**config.mk**
```make
export PLATFORM = sky130hd
export DESIGN_NAME = rpn_stack_evaluator
export DESIGN_NICKNAME = d
export VERILOG_FILES = /design/src/rtl/rpn_pkg.sv /design/src/rtl/rpn_divider.sv /design/src/rtl/rpn_stack_evaluator.sv
export SDC_FILE = /design/constraint.sdc
export NUM_CORES = 2
export LEC_CHECK = 0
export BUFFER_PORTS_ARGS = -buffer_cell sky130_fd_sc_hd__buf_2
export CAP_MARGIN = 20
export CORE_ASPECT_RATIO = 0.9
export CORE_MARGIN = 4
export CORE_UTILIZATION = 59
export DETAILED_ROUTE_END_ITERATION = 16
export PLACE_DENSITY = 0.78
export SETUP_SLACK_MARGIN = 0.4
export SLEW_MARGIN = 40
export SYNTH_ARGS = -nofsm -noshare
export SYNTH_HDL_FRONTEND = slang
export SYNTH_SLANG_ARGS = --single-unit
```
**constraint.sdc**
```tcl
create_clock -name clk -period 8.1 [get_ports clk]
set_clock_uncertainty 0.1 [all_clocks]
set_input_delay 1.62 -clock clk [delete_from_list [all_inputs] [get_ports clk]]
set_output_delay 1.62 -clock clk [all_outputs]
set_load 0.005 [all_outputs]
```
**src/rtl/rpn_pkg.sv**
```systemverilog
`timescale 1ns / 1ps

package rpn_pkg;

  localparam int DEF_STACK_DEPTH   = 16;
  localparam int DEF_FRACTION_BITS = 16;

  // item kinds
  localparam logic [1:0] KIND_PUSH  = 2'd0;
  localparam logic [1:0] KIND_OP    = 2'd1;
  localparam logic [1:0] KIND_CLEAR = 2'd2;

  // operator codes
  localparam logic [1:0] OP_ADD = 2'd0;
  localparam logic [1:0] OP_SUB = 2'd1;
  localparam logic [1:0] OP_MUL = 2'd2;
  localparam logic [1:0] OP_DIV = 2'd3;

  // status codes
  localparam logic [2:0] ST_OK      = 3'd0;
  localparam logic [2:0] ST_UNDER   = 3'd1;
  localparam logic [2:0] ST_OVER    = 3'd2;
  localparam logic [2:0] ST_DIVZERO = 3'd3;
  localparam logic [2:0] ST_SAT     = 3'd4;

  typedef struct packed {
    logic [1:0]         kind;
    logic signed [31:0] number;
    logic [1:0]         operator_code;
  } in_item_t;

  typedef struct packed {
    logic signed [31:0] top_value;
    logic [4:0]         stack_level;
    logic [2:0]         status;
  } out_item_t;

endpackage

```
**src/rtl/rpn_divider.sv**
```systemverilog
`timescale 1ns / 1ps

module rpn_divider import rpn_pkg::*; #(
  parameter int FRACTION_BITS = DEF_FRACTION_BITS
) (
  input  logic        clk,
  input  logic        rst_n,
  input  logic        start,
  input  logic [31:0] dividend,
  input  logic [31:0] divisor,
  output logic        done,
  output logic [63:0] quotient
);

  localparam int DW = 32 + FRACTION_BITS;
  localparam int CW = $clog2(DW + 1);

  logic [31:0]   rem_r;
  logic [63:0]   quo_r;
  logic [31:0]   dvs_r;
  logic [CW-1:0] cnt_r;
  logic          busy_r;
  logic          done_r;
  logic [33:0]   diff;
  logic          borrow;

  // trial subtract of the divisor from the shifted partial remainder
  assign diff   = {1'b0, rem_r, quo_r[63]} - {2'b00, dvs_r};
  assign borrow = diff[33];

  // dividend sits at the top of quo_r, scaled by 2^FRACTION_BITS through the
  // zero bits below it; quotient bits shift in at the bottom
  always_ff @(posedge clk) begin
    if (!rst_n) begin
      busy_r <= 1'b0;
      done_r <= 1'b0;
    end else begin
      done_r <= 1'b0;
      if (start) begin
        busy_r <= 1'b1;
        cnt_r  <= CW'(DW);
        rem_r  <= '0;
        quo_r  <= {dividend, 32'd0};
        dvs_r  <= divisor;
      end else if (busy_r) begin
        quo_r <= {quo_r[62:0], ~borrow};
        rem_r <= borrow ? {rem_r[30:0], quo_r[63]} : diff[31:0];
        cnt_r <= cnt_r - CW'(1);
        if (cnt_r == CW'(1)) begin
          busy_r <= 1'b0;
          done_r <= 1'b1;
        end
      end
    end
  end

  assign done     = done_r;
  assign quotient = quo_r;

endmodule

```
**src/rtl/rpn_stack_evaluator.sv**
```systemverilog
`timescale 1ns / 1ps
// Path from the input transfer to out_valid rising: push, clear, unused kind, underflow
// and overflow pass S_IDLE, S_FIN; add, subtract and divide by zero S_IDLE, S_READ, S_FIN;
// multiply S_IDLE, S_READ, S_MUL, S_SAT, S_FIN; divide S_IDLE, S_READ, S_DIV, S_SAT, S_FIN,
// with S_DIV waiting on the divider retiring one quotient bit per cycle. One item in flight:
// the next transfer comes at earliest the cycle after the result loads into the output register.
// Synchronous active-low reset empties the stack; stack memory contents stay undefined.
module rpn_stack_evaluator import rpn_pkg::*; #(
  parameter int STACK_DEPTH   = DEF_STACK_DEPTH,
  parameter int FRACTION_BITS = DEF_FRACTION_BITS
) (
  input  logic      clk,
  input  logic      rst_n,
  input  logic      in_valid,
  output logic      in_ready,
  input  in_item_t  in_data,
  output logic      out_valid,
  input  logic      out_ready,
  output out_item_t out_data
);

  localparam int AW  = $clog2(STACK_DEPTH);
  localparam int SPW = $clog2(STACK_DEPTH + 1);
  localparam logic [SPW-1:0] SP_FULL = SPW'(STACK_DEPTH);
  localparam logic [SPW-1:0] SP_TWO  = SPW'(2);

  typedef enum logic [2:0] {
    S_IDLE, S_READ, S_MUL, S_DIV, S_SAT, S_FIN
  } state_t;

  // control state
  state_t          state_r, state_nxt;
  logic [SPW-1:0]  sp_r, sp_nxt;
  logic            out_valid_r, out_valid_nxt;

  // payload registers
  logic [31:0]        tos_r, tos_nxt;   // cached copy of the entry at sp-1
  logic [1:0]         op_r, op_nxt;
  logic [2:0]         status_r, status_nxt;
  logic signed [63:0] prod_r, prod_nxt;
  logic [63:0]        mag_r, mag_nxt;
  logic               neg_r, neg_nxt;
  out_item_t          out_data_r, out_data_nxt;

  // stack memory: one write port, one registered read port
  logic [31:0]   stack_mem [STACK_DEPTH];
  logic [31:0]   rd_data_r;
  logic          rd_en, wr_en;
  logic [AW-1:0] rd_addr, wr_addr;
  logic [31:0]   wr_data;

  // operator datapath
  logic signed [31:0] op_a, op_b;
  logic [31:0]        a_mag, b_mag;
  logic signed [32:0] sum;
  logic [63:0]        p_mag;
  logic               commit_en, commit_sat;
  logic [31:0]        commit_val;
  logic               accept;

  // divider
  logic        div_start, div_done;
  logic [63:0] div_quo;

  rpn_divider #(
    .FRACTION_BITS(FRACTION_BITS)
  ) u_div (
    .clk      (clk),
    .rst_n    (rst_n),
    .start    (div_start),
    .dividend (a_mag),
    .divisor  (b_mag),
    .done     (div_done),
    .quotient (div_quo)
  );

  assign accept = in_valid && in_ready;

  // A is second from top (read from memory), B is the top (held in tos_r).
  // Every write that can precede the read belongs to an earlier item, so
  // no forwarding is needed; the top itself never comes from memory.
  assign op_a  = rd_data_r;
  assign op_b  = tos_r;
  assign a_mag = op_a[31] ? (32'd0 - op_a) : op_a;
  assign b_mag = op_b[31] ? (32'd0 - op_b) : op_b;
  assign p_mag = prod_r[63] ? (64'd0 - prod_r) : prod_r;

  // both operator reads and operator writes land at sp-2
  assign rd_addr = AW'(sp_r - SP_TWO);

  always_comb begin
    state_nxt     = state_r;
    sp_nxt        = sp_r;
    out_valid_nxt = out_valid_r;
    tos_nxt       = tos_r;
    op_nxt        = op_r;
    status_nxt    = status_r;
    prod_nxt      = prod_r;
    mag_nxt       = mag_r;
    neg_nxt       = neg_r;
    out_data_nxt  = out_data_r;
    rd_en         = 1'b0;
    wr_en         = 1'b0;
    wr_addr       = rd_addr;
    wr_data       = '0;
    div_start     = 1'b0;
    commit_en     = 1'b0;
    commit_sat    = 1'b0;
    commit_val    = '0;
    sum           = '0;

    // drop the result once the downstream side takes it
    if (out_valid_r && out_ready) begin
      out_valid_nxt = 1'b0;
    end

    case (state_r)
      S_IDLE: begin
        if (accept) begin
          op_nxt     = in_data.operator_code;
          status_nxt = ST_OK;
          state_nxt  = S_FIN;
          case (in_data.kind)
            KIND_PUSH: begin
              if (sp_r >= SP_FULL) begin
                status_nxt = ST_OVER;
              end else begin
                wr_en   = 1'b1;
                wr_addr = AW'(sp_r);
                wr_data = in_data.number;
                tos_nxt = in_data.number;
                sp_nxt  = sp_r + SPW'(1);
              end
            end
            KIND_OP: begin
              if (sp_r < SP_TWO) begin
                status_nxt = ST_UNDER;
              end else begin
                rd_en     = 1'b1;
                state_nxt = S_READ;
              end
            end
            KIND_CLEAR: begin
              sp_nxt = '0;
            end
            default: begin
              // unused kind: leave the stack alone
            end
          endcase
        end
      end

      S_READ: begin
        case (op_r)
          OP_ADD, OP_SUB: begin
            if (op_r == OP_ADD) begin
              sum = {op_a[31], op_a} + {op_b[31], op_b};
            end else begin
              sum = {op_a[31], op_a} - {op_b[31], op_b};
            end
            commit_en  = 1'b1;
            commit_sat = sum[32] != sum[31];
            if (commit_sat) begin
              commit_val = sum[32] ? 32'h8000_0000 : 32'h7FFF_FFFF;
            end else begin
              commit_val = sum[31:0];
            end
          end
          OP_MUL: begin
            prod_nxt  = 64'(op_a) * 64'(op_b);
            state_nxt = S_MUL;
          end
          OP_DIV: begin
            if (op_b == 32'sd0) begin
              status_nxt = ST_DIVZERO;
              state_nxt  = S_FIN;
            end else begin
              div_start = 1'b1;
              neg_nxt   = op_a[31] ^ op_b[31];
              state_nxt = S_DIV;
            end
          end
          default: begin
            state_nxt = S_FIN;
          end
        endcase
      end

      S_MUL: begin
        // scale the magnitude so the shift truncates toward zero
        mag_nxt   = p_mag >> FRACTION_BITS;
        neg_nxt   = prod_r[63];
        state_nxt = S_SAT;
      end

      S_DIV: begin
        if (div_done) begin
          mag_nxt   = div_quo;
          state_nxt = S_SAT;
        end
      end

      S_SAT: begin
        commit_en = 1'b1;
        if (neg_r) begin
          commit_sat = (|mag_r[63:32]) || (mag_r[31] && (|mag_r[30:0]));
          commit_val = commit_sat ? 32'h8000_0000 : (32'd0 - mag_r[31:0]);
        end else begin
          commit_sat = |mag_r[63:31];
          commit_val = commit_sat ? 32'h7FFF_FFFF : mag_r[31:0];
        end
      end

      S_FIN: begin
        // hold until the output register is free, then report the new top
        if (!out_valid_r || out_ready) begin
          out_valid_nxt            = 1'b1;
          out_data_nxt.top_value   = (sp_r == '0) ? 32'sd0 : tos_r;
          out_data_nxt.stack_level = 5'(sp_r);
          out_data_nxt.status      = status_r;
          state_nxt                = S_IDLE;
        end
      end

      default: begin
        state_nxt = S_IDLE;
      end
    endcase

    // pop two, push one: the result replaces A at sp-2 and becomes the top
    if (commit_en) begin
      wr_en      = 1'b1;
      wr_addr    = rd_addr;
      wr_data    = commit_val;
      tos_nxt    = commit_val;
      sp_nxt     = sp_r - SPW'(1);
      status_nxt = commit_sat ? ST_SAT : ST_OK;
      state_nxt  = S_FIN;
    end
  end

  always_ff @(posedge clk) begin
    tos_r      <= tos_nxt;
    op_r       <= op_nxt;
    status_r   <= status_nxt;
    prod_r     <= prod_nxt;
    mag_r      <= mag_nxt;
    neg_r      <= neg_nxt;
    out_data_r <= out_data_nxt;
    if (!rst_n) begin
      state_r     <= S_IDLE;
      sp_r        <= '0;
      out_valid_r <= 1'b0;
    end else begin
      state_r     <= state_nxt;
      sp_r        <= sp_nxt;
      out_valid_r <= out_valid_nxt;
    end
  end

  always_ff @(posedge clk) begin
    if (wr_en) begin
      stack_mem[wr_addr] <= wr_data;
    end
    if (rd_en) begin
      rd_data_r <= stack_mem[rd_addr];
    end
  end

  // take a new item only between items; a finished result may still wait
  assign in_ready  = (state_r == S_IDLE);
  assign out_valid = out_valid_r;
  assign out_data  = out_data_r;

endmodule

```
==> impl_results.md <==
* Ratio of cells with drive above 1 in the final layout at 0.152
* Cell area after technology mapping at just under 80000 µm²
* Setup TNS Final at -8.54 ps
* Number of fill cells in the layout at between 9000 and 10000
* Placeable Area at ~130000 µm²
* GR Util All Layers at 0.344
* Largest net degree at the start of global routing at 104
* Area leader, netlist: edfxtp_1
* Worst Tran Pin Value at just under 900 ps
* Routed via count at roughly 54000
* Critical Path Sink Type: flip-flop
* Share of Yosys cell area claimed by the top area cell type at 0.344
* Drt drc at 0
* Max transition margin at 0.407
* Number of buffers on the longest clock path at 3
* Input/output buffers at 81
* Cell seen most often among critical-path stages: fa_1
* Count of placed standard cells in the final layout, fillers left out at approximately 9000
* Via count of the first global-routing pass at between 50000 and 60000
* CP max FO at 3
* #FFs+latches synth at between 800 and 900
* Combined area of the multi-input logic cells at between 40000 and 50000 µm²
* Syn. warnings at 0
* Root buffer cell: clkbuf_16
* Setup Crit Path Kind: flip-flop to flip-flop
* RSZ-0062 raised after global routing: yes
* Effective utilization at floorplan at 0.596
* Clock period minus final worst setup slack at around 8000 ps
* Run status: complete, but fails checks
* Number of sinks handled by clock tree synthesis at 895
* Overall die area at 137000 µm²
* Syn Inst Count at around 6700
* Via count normalized by instance count at slightly above 6
* Final cycle utilization of the critical path at 1.00
* H-tree depth reported by CTS at 3
* Worst EP required at 8450 ps
* CTS tree: done
* Total instance count after detailed placement at ~8500
* Number of buffers created by CTS at between 80 and 90
* Delay of the slowest cell on the worst path at between 500 and 600 ps
* Area growth from synthesis to layout at 12.5%
* Final antenna-violating net count at 0
* Category of the worst setup path launch point: flip-flop
* Leftover overflow at the end of global routing at 0
* Number of hold buffers added after cts at 0
* Layout net count at 8353
* Hold Crit Class: flip-flop to flip-flop
* I/O Pins at 82
* Unique cell type count in the Yosys netlist at a little over 80
* Max_cap viols at 0
* Fmax achieved at 123 MHz
* Synth top area cells: edfxtp_1 34%, fa_1 28%, inv_1 5.2%, mux4_2 4.7%, and2_1 4.5%
* Final hold slack at between 300 and 400 ps
* Share of async-settable or async-resettable flops after synthesis at 0
* Total of endpoints with negative setup slack in the final report at 1
* Area of all sequential standard cells at 26800 µm²
* Violated checks: negative setup slack
* Routed length per placed instance at around 26 µm
* Worst skew pair latency at about 720 ps
* Site Rows at approximately 130
* Synthesized area divided by synthesized cell count at 11.5 µm²
* Die height at about 350 µm
* Predominant post-synthesis flop cell: edfxtp_1
* Number of synthesized flops with an enable pin at roughly 880
* Cell family contributing the most delay on the critical path: adder cells
* Number of antenna violations at the first check in global routing at 17
* CP Buf/Inv Count at 8
* Net count after synthesis at between 8000 and 9000
* First-pass GRT wire length at ~350000 µm
* Clock transition at path regs at 70 ps
* Die Width at about 390 µm
* Worst path arrival time at 8460 ps
* Placer Congestion at a little under 1
* Count of final hold-check violations at 0
* Detail Placement HPWL at approximately 160000 µm
* Worst setup slack after layout at -8.54 ps
* Cell with the largest stage delay on the worst path: fa_1
* Reg-to-reg slack, setup at -9 ps
* Detailed Route WL at 231000 µm
* Initial detailed-routing violation count at between 6000 and 7000
* Max-slew violation count at 0
* Share of the yosys chip area belonging to registers at 0.347
* Total iterations of the first detailed-routing run at 6
## repair_timing
| item | CTS | global route |
|---|---|---|
| resized for setup | 144 | 116 |
| setup buffers | 68 | 33 |
| cloned | 3 | 4 |
| pin swaps | 74 | 70 |
| setup endpoints to repair | 18 | 316 |
## worst paths after layout
kind / endpoint / depth (start not counted) / startpoint
min reg2reg: out_data[0]$_DFFE_PP_ / 0 / status_r[0]$_SDFFCE_PP0P_
max reg2reg: prod_r[61]$_DFFE_PP_ / 30 / op_a[13]$_DFFE_PP_
min: out_data[0]$_DFFE_PP_ / 0 / status_r[0]$_SDFFCE_PP0P_
max: prod_r[61]$_DFFE_PP_ / 30 / op_a[13]$_DFFE_PP_
## metrics by stage
stage               area, µm²  setup slack [ps]   util
floorplan               77500               146      -
global placement        82000             -40.8  0.633
detailed placement      82100             -84.9  0.634
CTS                     86100               126  0.665
global route            86800              -125  0.671
finish                  86900             -8.54  0.671
## cell families after synthesis
| kind of cell | after synthesis | synth area share |
|---|---|---|
| compound gates | 721 | 0.0601 |
| flops | 895 | 0.347 |
| mux | 187 | 0.0502 |
| fa+ha+maj | 1343 | 0.323 |
| xor+xnor | 273 | 0.0310 |
| buf+inv | 1467 | 0.0714 |
| simple gates | 1828 | 0.118 |
## registers in the layout, indices dropped and copies added (netlist names), 2 cells and up
name	cells
stack_mem	512
mag_r	64
prod_r	64
u_div.quotient	64
out_data	40
op_a	32
op_b	32
u_div.dvs_r	32
u_div.rem_r	32
u_div.cnt_r	6
sp_r	5
state_r	3
status_r	3
op_r	2
## synth_stat cells (46+ instances only)
cell type,count
mux4_2,160
edfxtp_1,884
clkbuf_1,350
a21o_1,81
a21oi_1,165
xnor2_1,163
nor2_1,194
nand2_1,754
ha_1,259
nor2b_1,53
inv_1,1079
nand3_1,46
o21ai_0,211
and2_1,551
fa_1,1084
nor3_1,47
xor2_1,110
## final cells by class
class,instances,share of cell area
Multi-Input combinational cell,4353,0.530
Sequential cell,895,0.308
Timing Repair Buffer,553,0.0588
Inverter,1084,0.0469
Clock buffer,106,0.0249
Tap cell,1714,0.0247
Clock inverter,43,0.00667
Antenna cell,6,0.000173
## cells in the final DEF (no fill, tap or decap), types with 108 or more instances in the layout
cell type	synthesis	routed
inv_1	1079	1065
xnor2_1	163	161
mux4_2	160	160
nand2_1	754	744
buf_4	0	330
nor2_1	194	173
o21ai_0	211	194
a21oi_1	165	137
edfxtp_1	884	884
ha_1	259	240
and2_1	551	540
xor2_1	110	108
fa_1	1084	1042
## routing by layer
metal | GRT usage | vias to the layer above | part of all wire
met5 | 0 | - | 0.00018
met4 | 0.158 | 6 | 0.059
met3 | 0.0679 | 704 | 0.11
met2 | 0.547 | 3479 | 0.46
met1 | 0.464 | 27501 | 0.37
li1 | - | 22340 | -
Power is left out: the tool's default activity adds up to more than one toggle a clock period on the data nets, which glitch-free logic cannot reach.
